==> src/rtl/c_escape_unescaper_utf8_unit_defines.svh <==
// ----------------------------------------------------------------------------
// Assertion macros for the escape unescaper
// Concurrent checks clocked on clk_i, disabled while rst_ni is low.
// ----------------------------------------------------------------------------
`ifndef C_ESCAPE_UNESCAPER_UTF8_UNIT_DEFINES_SVH
`define C_ESCAPE_UNESCAPER_UTF8_UNIT_DEFINES_SVH

`ifndef SYNTHESIS
`define CESU_ASSERT(lbl, prop, msg) \
  lbl: assert property (@(posedge clk_i) disable iff (!rst_ni) prop) else $error(msg);
`define CESU_ASSERT_NEXT(lbl, ante, cons, msg) \
  lbl: assert property (@(posedge clk_i) disable iff (!rst_ni) ante |=> cons) else $error(msg);
`else
`define CESU_ASSERT(lbl, prop, msg)
`define CESU_ASSERT_NEXT(lbl, ante, cons, msg)
`endif

`endif

==> src/rtl/cesu_pkg.sv <==
// ----------------------------------------------------------------------------
// cesu_pkg
// Types, codes and helper functions shared by the escape unescaper.
// ----------------------------------------------------------------------------
package cesu_pkg;

  localparam int unsigned CesuQDepth  = 4;
  localparam int unsigned CmdMaxBytes = 5;

  localparam logic [20:0] CpMax     = 21'h10FFFF;
  localparam logic [20:0] SurrLo    = 21'h00D800;
  localparam logic [20:0] SurrHi    = 21'h00DFFF;
  localparam logic [20:0] ByteMax   = 21'h0000FF;

  typedef enum logic [7:0] {
    MdNormal = 8'b0000_0001,
    MdEsc    = 8'b0000_0010,
    MdOct    = 8'b0000_0100,
    MdHexF   = 8'b0000_1000,
    MdHex    = 8'b0001_0000,
    MdU4     = 8'b0010_0000,
    MdU8     = 8'b0100_0000,
    MdU8Bad  = 8'b1000_0000
  } mode_e;

  typedef enum logic [3:0] {
    StOk         = 4'd0,
    StTrailBs    = 4'd1,
    StOctRange   = 4'd2,
    StHexNoDigit = 4'd3,
    StHexRange   = 4'd4,
    StUBad       = 4'd5,
    StUSurr      = 4'd6,
    StBigUBad    = 4'd7,
    StBigURange  = 4'd8,
    StBigUSurr   = 4'd9,
    StUnknownEsc = 4'd10
  } status_e;

  typedef struct packed {
    logic [CmdMaxBytes-1:0][7:0] bytes;
    logic [2:0]                  len;
    status_e                     status;
    logic                        last;
  } cmd_t;

  typedef struct packed {
    logic [3:0][7:0] b;
    logic [2:0]      n;
  } utf8_t;

  function automatic logic is_hex(logic [7:0] c);
    return (c >= "0" && c <= "9") || (c >= "a" && c <= "f") || (c >= "A" && c <= "F");
  endfunction

  function automatic logic [3:0] hex_val(logic [7:0] c);
    return (c <= "9") ? c[3:0] : c[3:0] + 4'd9;
  endfunction

  function automatic logic is_oct(logic [7:0] c);
    return c >= "0" && c <= "7";
  endfunction

  function automatic utf8_t utf8_enc(logic [20:0] cp);
    utf8_t u;
    u = '0;
    if (cp <= 21'h7F) begin
      u.b[0] = cp[7:0];
      u.n    = 3'd1;
    end else if (cp <= 21'h7FF) begin
      u.b[0] = {3'b110, cp[10:6]};
      u.b[1] = {2'b10, cp[5:0]};
      u.n    = 3'd2;
    end else if (cp <= 21'hFFFF) begin
      u.b[0] = {4'b1110, cp[15:12]};
      u.b[1] = {2'b10, cp[11:6]};
      u.b[2] = {2'b10, cp[5:0]};
      u.n    = 3'd3;
    end else begin
      u.b[0] = {5'b11110, cp[20:18]};
      u.b[1] = {2'b10, cp[17:12]};
      u.b[2] = {2'b10, cp[11:6]};
      u.b[3] = {2'b10, cp[5:0]};
      u.n    = 3'd4;
    end
    return u;
  endfunction

endpackage

==> src/rtl/cesu_in_if.sv <==
// ----------------------------------------------------------------------------
// cesu_in_if
// Source character channel: one escaped character per request.
// ----------------------------------------------------------------------------
interface cesu_in_if;
  logic       valid;
  logic       ready;
  logic [7:0] in_char;
  logic       char_valid;
  logic       in_last;

  modport source (output valid, in_char, char_valid, in_last, input ready);
  modport sink   (input valid, in_char, char_valid, in_last, output ready);
endinterface

==> src/rtl/cesu_out_if.sv <==
// ----------------------------------------------------------------------------
// cesu_out_if
// Result channel: one unescaped byte or error code per request.
// ----------------------------------------------------------------------------
interface cesu_out_if;
  logic       valid;
  logic       ready;
  logic [7:0] out_byte;
  logic       out_last;
  logic [3:0] status;

  modport source (output valid, out_byte, out_last, status, input ready);
  modport sink   (input valid, out_byte, out_last, status, output ready);
endinterface

==> src/rtl/cesu_front.sv <==
// ----------------------------------------------------------------------------
// cesu_front
// Escape parser: takes one character per cycle while the command queue has room and emits a byte burst command.
// ----------------------------------------------------------------------------
module cesu_front
  import cesu_pkg::*;
(
  input  logic         clk_i,
  input  logic         rst_ni,
  input  logic         cfg_we_i,
  input  logic         cfg_wdata_i,
  cesu_in_if.sink      in_i,
  input  logic         q_ready_i,
  output logic         push_o,
  output cmd_t         cmd_o
);

  mode_e       mode_q, mode_d;
  logic [20:0] acc_q, acc_d;
  logic [3:0]  cnt_q, cnt_d;
  logic        swallow_q, swallow_d;
  logic        term_q;
  logic        accept;

  assign in_i.ready = q_ready_i;
  assign accept     = in_i.valid && q_ready_i;

  always_comb begin
    logic [7:0]      c;
    logic [3:0]      hv;
    logic [24:0]     nxt;
    logic            norm;
    logic [2:0]      nb;
    logic [4:0][7:0] byt;
    status_e         err;
    utf8_t           u;
    logic            lst;

    c    = in_i.in_char;
    hv   = hex_val(c);
    nxt  = {acc_q, 4'h0} + 25'(hv);
    norm = 1'b0;
    nb   = '0;
    byt  = '0;
    err  = StOk;
    u    = utf8_enc(acc_q);
    lst  = 1'b0;
    mode_d    = mode_q;
    acc_d     = acc_q;
    cnt_d     = cnt_q;
    swallow_d = swallow_q;

    if (swallow_q) begin
      if (in_i.in_last) begin
        swallow_d = 1'b0;
        mode_d    = MdNormal;
        acc_d     = '0;
        cnt_d     = '0;
      end
    end else begin
      if (in_i.char_valid) begin
        case (mode_q)
          MdEsc: begin
            mode_d = MdNormal;
            case (c)
              "a": begin byt[0] = 8'd7;  nb = 3'd1; end
              "b": begin byt[0] = 8'd8;  nb = 3'd1; end
              "f": begin byt[0] = 8'd12; nb = 3'd1; end
              "n": begin byt[0] = 8'd10; nb = 3'd1; end
              "r": begin byt[0] = 8'd13; nb = 3'd1; end
              "t": begin byt[0] = 8'd9;  nb = 3'd1; end
              "v": begin byt[0] = 8'd11; nb = 3'd1; end
              "\\", "?", "'", "\"": begin byt[0] = c; nb = 3'd1; end
              "x", "X": begin mode_d = MdHexF; acc_d = '0; end
              "u": begin mode_d = MdU4; acc_d = '0; cnt_d = '0; end
              "U": begin mode_d = MdU8; acc_d = '0; cnt_d = '0; end
              default: begin
                if (is_oct(c)) begin
                  mode_d = MdOct;
                  acc_d  = 21'(c[2:0]);
                  cnt_d  = 4'd1;
                end else begin
                  err = StUnknownEsc;
                end
              end
            endcase
          end
          MdOct: begin
            if (is_oct(c)) begin
              acc_d = {acc_q[17:0], c[2:0]};
              cnt_d = cnt_q + 4'd1;
              if (cnt_d >= 4'd3) begin
                if (acc_d > ByteMax) begin
                  err = StOctRange;
                end else begin
                  byt[0] = acc_d[7:0];
                  nb     = 3'd1;
                  mode_d = MdNormal;
                  acc_d  = '0;
                  cnt_d  = '0;
                end
              end
            end else begin
              byt[0] = acc_q[7:0];
              nb     = 3'd1;
              mode_d = MdNormal;
              acc_d  = '0;
              cnt_d  = '0;
              norm   = 1'b1;
            end
          end
          MdHexF: begin
            if (!is_hex(c)) begin
              err = StHexNoDigit;
            end else begin
              acc_d  = 21'(hv);
              mode_d = MdHex;
            end
          end
          MdHex: begin
            if (is_hex(c)) begin
              acc_d = {acc_q[16:0], hv};
              if (acc_d > ByteMax) err = StHexRange;
            end else begin
              byt[0] = acc_q[7:0];
              nb     = 3'd1;
              mode_d = MdNormal;
              acc_d  = '0;
              cnt_d  = '0;
              norm   = 1'b1;
            end
          end
          MdU4: begin
            if (!is_hex(c)) begin
              err = StUBad;
            end else begin
              acc_d = {5'b0, acc_q[11:0], hv};
              cnt_d = cnt_q + 4'd1;
              if (cnt_d >= 4'd4) begin
                if (acc_d >= SurrLo && acc_d <= SurrHi) begin
                  err = StUSurr;
                end else begin
                  u      = utf8_enc(acc_d);
                  byt[3:0] = u.b;
                  nb     = u.n;
                  mode_d = MdNormal;
                  acc_d  = '0;
                  cnt_d  = '0;
                end
              end
            end
          end
          MdU8, MdU8Bad: begin
            cnt_d = cnt_q + 4'd1;
            if (mode_q == MdU8) begin
              if (is_hex(c)) begin
                if (nxt > 25'(CpMax)) begin
                  mode_d = MdU8Bad;
                  acc_d  = 21'(StBigURange);
                end else begin
                  acc_d = nxt[20:0];
                end
              end else begin
                mode_d = MdU8Bad;
                acc_d  = 21'(StBigUBad);
              end
            end
            if (cnt_d >= 4'd8) begin
              if (mode_d == MdU8Bad) begin
                err = status_e'(acc_d[3:0]);
              end else if (acc_d >= SurrLo && acc_d <= SurrHi) begin
                err = StBigUSurr;
              end else begin
                u      = utf8_enc(acc_d);
                byt[3:0] = u.b;
                nb     = u.n;
                mode_d = MdNormal;
                acc_d  = '0;
                cnt_d  = '0;
              end
            end
          end
          default: norm = 1'b1;
        endcase
        if (norm) begin
          if (c == "\\") begin
            mode_d = MdEsc;
          end else begin
            byt[nb] = c;
            nb      = nb + 3'd1;
          end
        end
      end

      if (err == StOk && in_i.in_last) begin
        case (mode_d)
          MdEsc:          err = StTrailBs;
          MdOct, MdHex: begin
            byt[nb] = acc_d[7:0];
            nb      = nb + 3'd1;
          end
          MdHexF:         err = StHexNoDigit;
          MdU4:           err = StUBad;
          MdU8, MdU8Bad:  err = StBigUBad;
          default:        ;
        endcase
      end

      if (err != StOk) begin
        byt[nb]   = 8'h00;
        nb        = nb + 3'd1;
        lst       = 1'b1;
        mode_d    = MdNormal;
        acc_d     = '0;
        cnt_d     = '0;
        swallow_d = !in_i.in_last;
      end else if (in_i.in_last) begin
        mode_d = MdNormal;
        acc_d  = '0;
        cnt_d  = '0;
        if (term_q) begin
          byt[nb] = 8'h00;
          nb      = nb + 3'd1;
        end
        lst = 1'b1;
      end
    end

    cmd_o.bytes  = byt;
    cmd_o.len    = nb;
    cmd_o.status = err;
    cmd_o.last   = lst;
  end

  assign push_o = accept && (cmd_o.len != '0);

  always_ff @(posedge clk_i or negedge rst_ni) begin
    if (!rst_ni) begin
      mode_q    <= MdNormal;
      acc_q     <= '0;
      cnt_q     <= '0;
      swallow_q <= 1'b0;
    end else if (accept) begin
      mode_q    <= mode_d;
      acc_q     <= acc_d;
      cnt_q     <= cnt_d;
      swallow_q <= swallow_d;
    end
  end

  always_ff @(posedge clk_i or negedge rst_ni) begin
    if (!rst_ni) begin
      term_q <= 1'b1;
    end else if (cfg_we_i) begin
      term_q <= cfg_wdata_i;
    end
  end

endmodule

==> src/rtl/cesu_queue.sv <==
// ----------------------------------------------------------------------------
// cesu_queue
// Short command FIFO between the parser and the byte emitter.
// ----------------------------------------------------------------------------
module cesu_queue
  import cesu_pkg::*;
#(
  parameter int unsigned Depth = CesuQDepth
) (
  input  logic clk_i,
  input  logic rst_ni,
  input  logic push_i,
  input  cmd_t cmd_i,
  output logic ready_o,
  input  logic pop_i,
  output logic valid_o,
  output cmd_t head_o
);

  localparam int unsigned PtrW = (Depth > 1) ? $clog2(Depth) : 1;
  localparam int unsigned CntW = $clog2(Depth + 1);
  localparam logic [PtrW-1:0] LastIdx = PtrW'(Depth - 1);
  localparam logic [CntW-1:0] Full    = CntW'(Depth);

  cmd_t            mem_q [Depth];
  logic [PtrW-1:0] wptr_q, rptr_q;
  logic [CntW-1:0] cnt_q;

  assign ready_o = cnt_q != Full;
  assign valid_o = cnt_q != '0;
  assign head_o  = mem_q[rptr_q];

  always_ff @(posedge clk_i) begin
    if (push_i) mem_q[wptr_q] <= cmd_i;
  end

  always_ff @(posedge clk_i or negedge rst_ni) begin
    if (!rst_ni) begin
      wptr_q <= '0;
      rptr_q <= '0;
      cnt_q  <= '0;
    end else begin
      if (push_i) wptr_q <= (wptr_q == LastIdx) ? '0 : wptr_q + PtrW'(1);
      if (pop_i)  rptr_q <= (rptr_q == LastIdx) ? '0 : rptr_q + PtrW'(1);
      if (push_i && !pop_i) begin
        cnt_q <= cnt_q + CntW'(1);
      end else if (pop_i && !push_i) begin
        cnt_q <= cnt_q - CntW'(1);
      end
    end
  end

endmodule

==> src/rtl/cesu_back.sv <==
// ----------------------------------------------------------------------------
// cesu_back
// Byte emitter: walks the head command one byte per cycle, while out_o is not stalled, into an output register.
// ----------------------------------------------------------------------------
module cesu_back
  import cesu_pkg::*;
(
  input  logic      clk_i,
  input  logic      rst_ni,
  input  logic      valid_i,
  input  cmd_t      head_i,
  output logic      pop_o,
  cesu_out_if.source out_o
);

  logic [2:0] idx_q;
  logic       ovalid_q;
  logic [7:0] byte_q;
  logic       last_q;
  status_e    status_q;
  logic       advance;
  logic       final_byte;

  assign advance    = valid_i && (!ovalid_q || out_o.ready);
  assign final_byte = idx_q == (head_i.len - 3'd1);
  assign pop_o      = advance && final_byte;

  assign out_o.valid    = ovalid_q;
  assign out_o.out_byte = byte_q;
  assign out_o.out_last = last_q;
  assign out_o.status   = status_q;

  always_ff @(posedge clk_i or negedge rst_ni) begin
    if (!rst_ni) begin
      idx_q    <= '0;
      ovalid_q <= 1'b0;
    end else begin
      if (advance) begin
        ovalid_q <= 1'b1;
        idx_q    <= final_byte ? '0 : idx_q + 3'd1;
      end else if (out_o.ready) begin
        ovalid_q <= 1'b0;
      end
    end
  end

  always_ff @(posedge clk_i) begin
    if (advance) begin
      byte_q   <= head_i.bytes[idx_q];
      last_q   <= final_byte && head_i.last;
      status_q <= final_byte ? head_i.status : StOk;
    end
  end

endmodule

==> src/rtl/c_escape_unescaper_utf8_unit.sv <==
// ----------------------------------------------------------------------------
// c_escape_unescaper_utf8_unit
// Streaming C string unescaper with UTF-8 output and error reporting.
// ----------------------------------------------------------------------------
// Channel   Dir  Payload                          Handshake
// in_i      in   in_char, char_valid, in_last     valid/ready
// out_o     out  out_byte, out_last, status       valid/ready
// cfg       in   cfg_wdata_i (append_terminator)  cfg_we_i, no wait
//
// Each character is parsed in the cycle it is accepted; one input per cycle.
// Results leave one byte per cycle from the output register while out_o is not
// stalled; an item gives up to 5 bytes (UTF-8 plus terminator).
// Input stalls only when the command queue (QDepth entries) is full.
// Reset: parser back to plain text, queue empty, append_terminator set.
// ----------------------------------------------------------------------------
`include "c_escape_unescaper_utf8_unit_defines.svh"

module c_escape_unescaper_utf8_unit
  import cesu_pkg::*;
#(
  parameter int unsigned QDepth = CesuQDepth
) (
  input  logic       clk_i,
  input  logic       rst_ni,
  input  logic       cfg_we_i,
  input  logic       cfg_wdata_i,
  cesu_in_if.sink    in_i,
  cesu_out_if.source out_o
);

  logic push;
  logic q_ready;
  logic q_valid;
  logic pop;
  cmd_t cmd;
  cmd_t head;

  cesu_front u_front (
    .clk_i       (clk_i),
    .rst_ni      (rst_ni),
    .cfg_we_i    (cfg_we_i),
    .cfg_wdata_i (cfg_wdata_i),
    .in_i        (in_i),
    .q_ready_i   (q_ready),
    .push_o      (push),
    .cmd_o       (cmd)
  );

  cesu_queue #(
    .Depth (QDepth)
  ) u_queue (
    .clk_i   (clk_i),
    .rst_ni  (rst_ni),
    .push_i  (push),
    .cmd_i   (cmd),
    .ready_o (q_ready),
    .pop_i   (pop),
    .valid_o (q_valid),
    .head_o  (head)
  );

  cesu_back u_back (
    .clk_i   (clk_i),
    .rst_ni  (rst_ni),
    .valid_i (q_valid),
    .head_i  (head),
    .pop_o   (pop),
    .out_o   (out_o)
  );

  `CESU_ASSERT(a_push_room, push |-> q_ready, "command pushed into full queue")
  `CESU_ASSERT(a_cmd_len, push |-> (cmd.len != 3'd0 && cmd.len <= 3'(CmdMaxBytes)), "bad cmd length")
  `CESU_ASSERT(a_pop_valid, pop |-> q_valid, "pop from empty queue")
  `CESU_ASSERT(a_err_last, (out_o.valid && out_o.status != StOk) |-> (out_o.out_last && out_o.out_byte == 8'h00), "error result not final")
  `CESU_ASSERT_NEXT(a_push_fill, (push && !pop), q_valid, "queue empty after push")

endmodule
==> src/flat_wrapper.sv <==
// flat-port wrapper written by rule: the top's interface ports become plain ports
module c_escape_unescaper_utf8_unit_flat import cesu_pkg::*;
#(
  parameter int unsigned QDepth = CesuQDepth
)
  (clk_i, rst_ni, cfg_we_i, cfg_wdata_i, in_i_valid, in_i_in_char, in_i_char_valid, in_i_in_last, in_i_ready, out_o_valid, out_o_out_byte, out_o_out_last, out_o_status, out_o_ready);
  cesu_in_if in_i_i ();
  cesu_out_if out_o_i ();
  input  logic clk_i;
  input  logic rst_ni;
  input  logic cfg_we_i;
  input  logic cfg_wdata_i;
  input wire logic [$bits(in_i_i.valid)-1:0] in_i_valid;
  input wire logic [$bits(in_i_i.in_char)-1:0] in_i_in_char;
  input wire logic [$bits(in_i_i.char_valid)-1:0] in_i_char_valid;
  input wire logic [$bits(in_i_i.in_last)-1:0] in_i_in_last;
  output wire logic [$bits(in_i_i.ready)-1:0] in_i_ready;
  output wire logic [$bits(out_o_i.valid)-1:0] out_o_valid;
  output wire logic [$bits(out_o_i.out_byte)-1:0] out_o_out_byte;
  output wire logic [$bits(out_o_i.out_last)-1:0] out_o_out_last;
  output wire logic [$bits(out_o_i.status)-1:0] out_o_status;
  input wire logic [$bits(out_o_i.ready)-1:0] out_o_ready;
  assign in_i_i.valid = in_i_valid;
  assign in_i_i.in_char = in_i_in_char;
  assign in_i_i.char_valid = in_i_char_valid;
  assign in_i_i.in_last = in_i_in_last;
  assign in_i_ready = in_i_i.ready;
  assign out_o_valid = out_o_i.valid;
  assign out_o_out_byte = out_o_i.out_byte;
  assign out_o_out_last = out_o_i.out_last;
  assign out_o_status = out_o_i.status;
  assign out_o_i.ready = out_o_ready;
  c_escape_unescaper_utf8_unit #(.QDepth(QDepth)) u_core (.clk_i(clk_i), .rst_ni(rst_ni), .cfg_we_i(cfg_we_i), .cfg_wdata_i(cfg_wdata_i), .in_i(in_i_i), .out_o(out_o_i));
endmodule
==> config.mk <==
export PLATFORM = sky130hd
export DESIGN_NAME = c_escape_unescaper_utf8_unit_flat
export DESIGN_NICKNAME = d
export VERILOG_FILES = /design/src/rtl/cesu_pkg.sv /design/src/rtl/cesu_in_if.sv /design/src/rtl/cesu_out_if.sv /design/src/rtl/cesu_front.sv /design/src/rtl/cesu_queue.sv /design/src/rtl/cesu_back.sv /design/src/rtl/c_escape_unescaper_utf8_unit.sv /design/src/flat_wrapper.sv
export VERILOG_INCLUDE_DIRS = /design/src /design/src/rtl
export SDC_FILE = /design/constraint.sdc
export NUM_CORES = 1
export LEC_CHECK = 0
export ABC_CLOCK_PERIOD_IN_PS = 15960
export BUFFER_PORTS_ARGS = -buffer_cell sky130_fd_sc_hd__buf_2
export CORE_AREA = 2 2 146 183
export CTS_BUF_LIST = sky130_fd_sc_hd__clkbuf_4 sky130_fd_sc_hd__clkbuf_8
export DETAILED_ROUTE_END_ITERATION = 10
export DIE_AREA = 0 0 148 185
export PLACE_DENSITY_LB_ADDON = 0.15
export SETUP_SLACK_MARGIN = 0.1
export SYNTH_ARGS = -nofsm -noshare
export SYNTH_HDL_FRONTEND = slang
export SYNTH_SLANG_ARGS = --single-unit
==> constraint.sdc <==
create_clock -name clk_i -period 15.96 [get_ports clk_i]
set_input_delay 2.394 -clock clk_i [delete_from_list [all_inputs] [get_ports clk_i]]
set_output_delay 2.394 -clock clk_i [all_outputs]
set_load 0.02 [all_outputs]
==> impl_metrics.ini <==
[timing]
period_share_pct = 52.3
drv_slew = 0
max_freq_mhz = 120
skew_ns = 0.0249
rsz0062_at_grt = no
tns_ns = 0
max-slew-margin-rel_pct = 11.5
hold_slack_ns = 0.500
final_hold_viol_count = 0
worst_slew_pin_slew_ns = 1.32
fin_crit_ns = 8.35
setup_violations = 0

[clock_network]
clk_pin_slew_ns = 0.06
cts_hold_buf = 0
clockBufferDepth = 3
clock-sinks = 251
cts-root-buf = clkbuf_8
clkLatencyLatePin_ns = 0.55
cts_resized = 0
post_cts_buffers = 0
tritoncts = done
h-tree-depth = 2
numCtsBuffers = 39

[flow_run]
drv_cap = 0

[final_layout]
drive_gt1_share_pct = 17.0
layout_commonest_cell = edfxtp_1
nFillCells = 2184
nets = 1290
antennaDiodeCount = 0
syn_to_final_growth_pct = 9.80
final_cell_mix = edfxtp_1 (205), nand2_1 (111), nor2_1 (107)

[synth]
synth_compound_area_share_pct = 17.1
synth.area.mux_share_pct = 10.1
ys_seq_area_share_pct = 52.6
async_reset_ff_share_pct = 18.3
synth_edf_count = 205
synth_cell_types = 96
synth_top_flop_cell = edfxtp_1
yosys.area_share.xor_xnor_pct = 1.20
ys_seq_elements = 251
synth-simple-area-share_pct = 13.9
synth_top_family_by_area = compound AO/OA/AOI/OAI gates
avgSynthCellArea_um2 = 11.6
yosys.area.top_type_share_pct = 44.3
synthAdderAreaFrac_pct = 1.75
synth.area.top_cells = edfxtp_1 (44%), dfrtp_1 (7.9%), mux4_2 (7.8%)
syn_inst = 1202
yosys_warnings = 0
yosysTopAreaCell = edfxtp_1
synthesis.area_um2 = 13900

[critical_path]
cp.required_ns = 16.39
start_kind = primary input
arrival_ns = 8.77
critical_path.max_fanout = 14
endpoint_kind = register
crit_type = in2reg

[placed_design]
place_congestion = 0.984
hpwl_um = 31000
port_buffers = 30

[die]
fp.dieH_um = 185
ios = 31
die_w_um = 148
start_util_pct = 53.9
dieArea_um2 = 27400
core_um2 = 25800
fp-row-count = 66

[status]
status = completed

[routing]
drc = 0
wl_per_cell_um = 26.6
detailedRoute.firstPassIterationCount = 7
wl_um = 43300
dr.first_iter.drc_count = 1179
routed_via_density = 6.60
ant_nets = 0
via_count = 10700

[power_and_ir_drop]
p_per_area_nw_per_um2 = 125
power_mw = 1.91
ir_worst_vdd_mv = 0.0872
leakagePower_nw = 5.39

[grt]
grt_pass1_wl_um = 65500
grt_pass1_vias = 10900
grtUsageTotal_pct = 32.2
globalRouteOverflowTotal = 0
grt_max_degree = 51
antenna_found_initial = 0

[hold_path]
hp-class = reg2reg
[sequential cells by signal, indices dropped and copies added, names as in the netlist, 2 cells and up]
register                      flops
u_core.u_queue.cnt_q              3
u_core.u_front.acc_q             21
u_core.u_queue.rptr_q             2
u_core.u_queue.mem_q            192
u_core.u_back.out_o.status        4
u_core.u_front.mode_q             8
u_core.u_back.out_o.out_byte      8
u_core.u_back.idx_q               3
u_core.u_front.cnt_q              4
u_core.u_queue.wptr_q             2
[worst paths after layout]
path                            slack (ns)                       end  cells after the start                startpoint
min in group asynchronous             1.95  u_core.u_front.acc_q[20]                      2                    rst_ni
worst min register to register        0.50   u_core.u_queue.cnt_q[2]                      1   u_core.u_queue.cnt_q[2]
worst min-delay path                  0.50   u_core.u_queue.cnt_q[2]                      1   u_core.u_queue.cnt_q[2]
worst max register to register        8.81   u_core.u_queue.cnt_q[1]                     19  u_core.u_front.mode_q[2]
max in group asynchronous            13.46  u_core.u_queue.rptr_q[0]                      2                    rst_ni
worst max-delay path                  7.61   u_core.u_queue.cnt_q[1]                     22           in_i_in_char[0]
[per-stage QoR]
stage | std cells | util (%) | setup WS (ns) | cell area, um2
floorplan | 1241 | - | 8.00 | 14000
global placement | 1555 | 56.3 | 7.27 | 14500
detailed placement | 1555 | 56.3 | 7.24 | 14500
CTS | 1625 | 59.2 | 7.80 | 15300
global route | 1625 | 59.2 | 7.16 | 15300
finish | 1625 | 59.2 | 7.61 | 15300
[cells by family (layout without fill, tap and decap cells)]
group                      after synthesis  after routing
AOI/OAI and AO/OA                      333            333
xor gates and xnor gates                19             19
adders and majority gates               19             19
buffers and inverters                  114            158
DFF                                    251            251
muxes                                   78             78
other                                    1             40
and+or+nand+nor                        387            387
[final cells by class]
class	count	area, um2	area share [%]
Sequential cell	251	7310	47.9
Multi-Input combinational cell	876	6270	41.1
Clock buffer	49	612	4.01
Tap cell	340	425	2.79
Timing Repair Buffer	61	383	2.51
Clock inverter	21	149	0.976
Inverter	27	101	0.664
[worst max-delay path, stage by stage]
cell	delay [ns]
buf_2	0.20
inv_1	0.14
ha_1	0.34
nor3b_1	0.48
a311oi_4	0.13
nor2_1	0.60
o21ai_1	0.33
nor2_1	0.80
o2111ai_1	0.31
nand2_1	0.15
ha_1	0.14
a21oi_1	0.05
a21oi_1	0.39
ha_1	0.33
a21o_1	0.18
ha_1	0.29
a211o_1	0.23
o2111a_2	0.31
ha_1	0.22
inv_1	0.08
fa_1	0.38
mux2_2	0.27
[routing by layer]
metal  wire length (um)  vias up  global-route usage (%)
met5                  0        -                       0
met4               3320        0                    21.3
met3               2610      187                    4.24
met2              21300      508                    54.5
met1              16000     5253                    38.7
li1                   -     4770                       -
[power by group]
part	internal, mW	switching (mW)	total [mW]
clock	0.285	0.244	0.529
sequential	0.820	0.0387	0.859
combinational	0.226	0.298	0.524
total	1.33	0.581	1.91
[cells in the mapped netlist, drive strengths merged, types with 10 or more instances]
library cell    n
mux4           48
edfxtp        205
nand2         111
xnor2          12
ha             17
buf            30
o211ai         10
a22o           24
a21oi          83
a22oi          14
nand3          26
mux2           10
a222oi         22
inv            27
and2           19
clkbuf         57
a211oi         11
a221oi         12
nor4           14
nor2          108
o21ai          71
dfrtp          44
nor3           22
nor2b          19
mux2i          20
(Power assumes the default switching activity.)
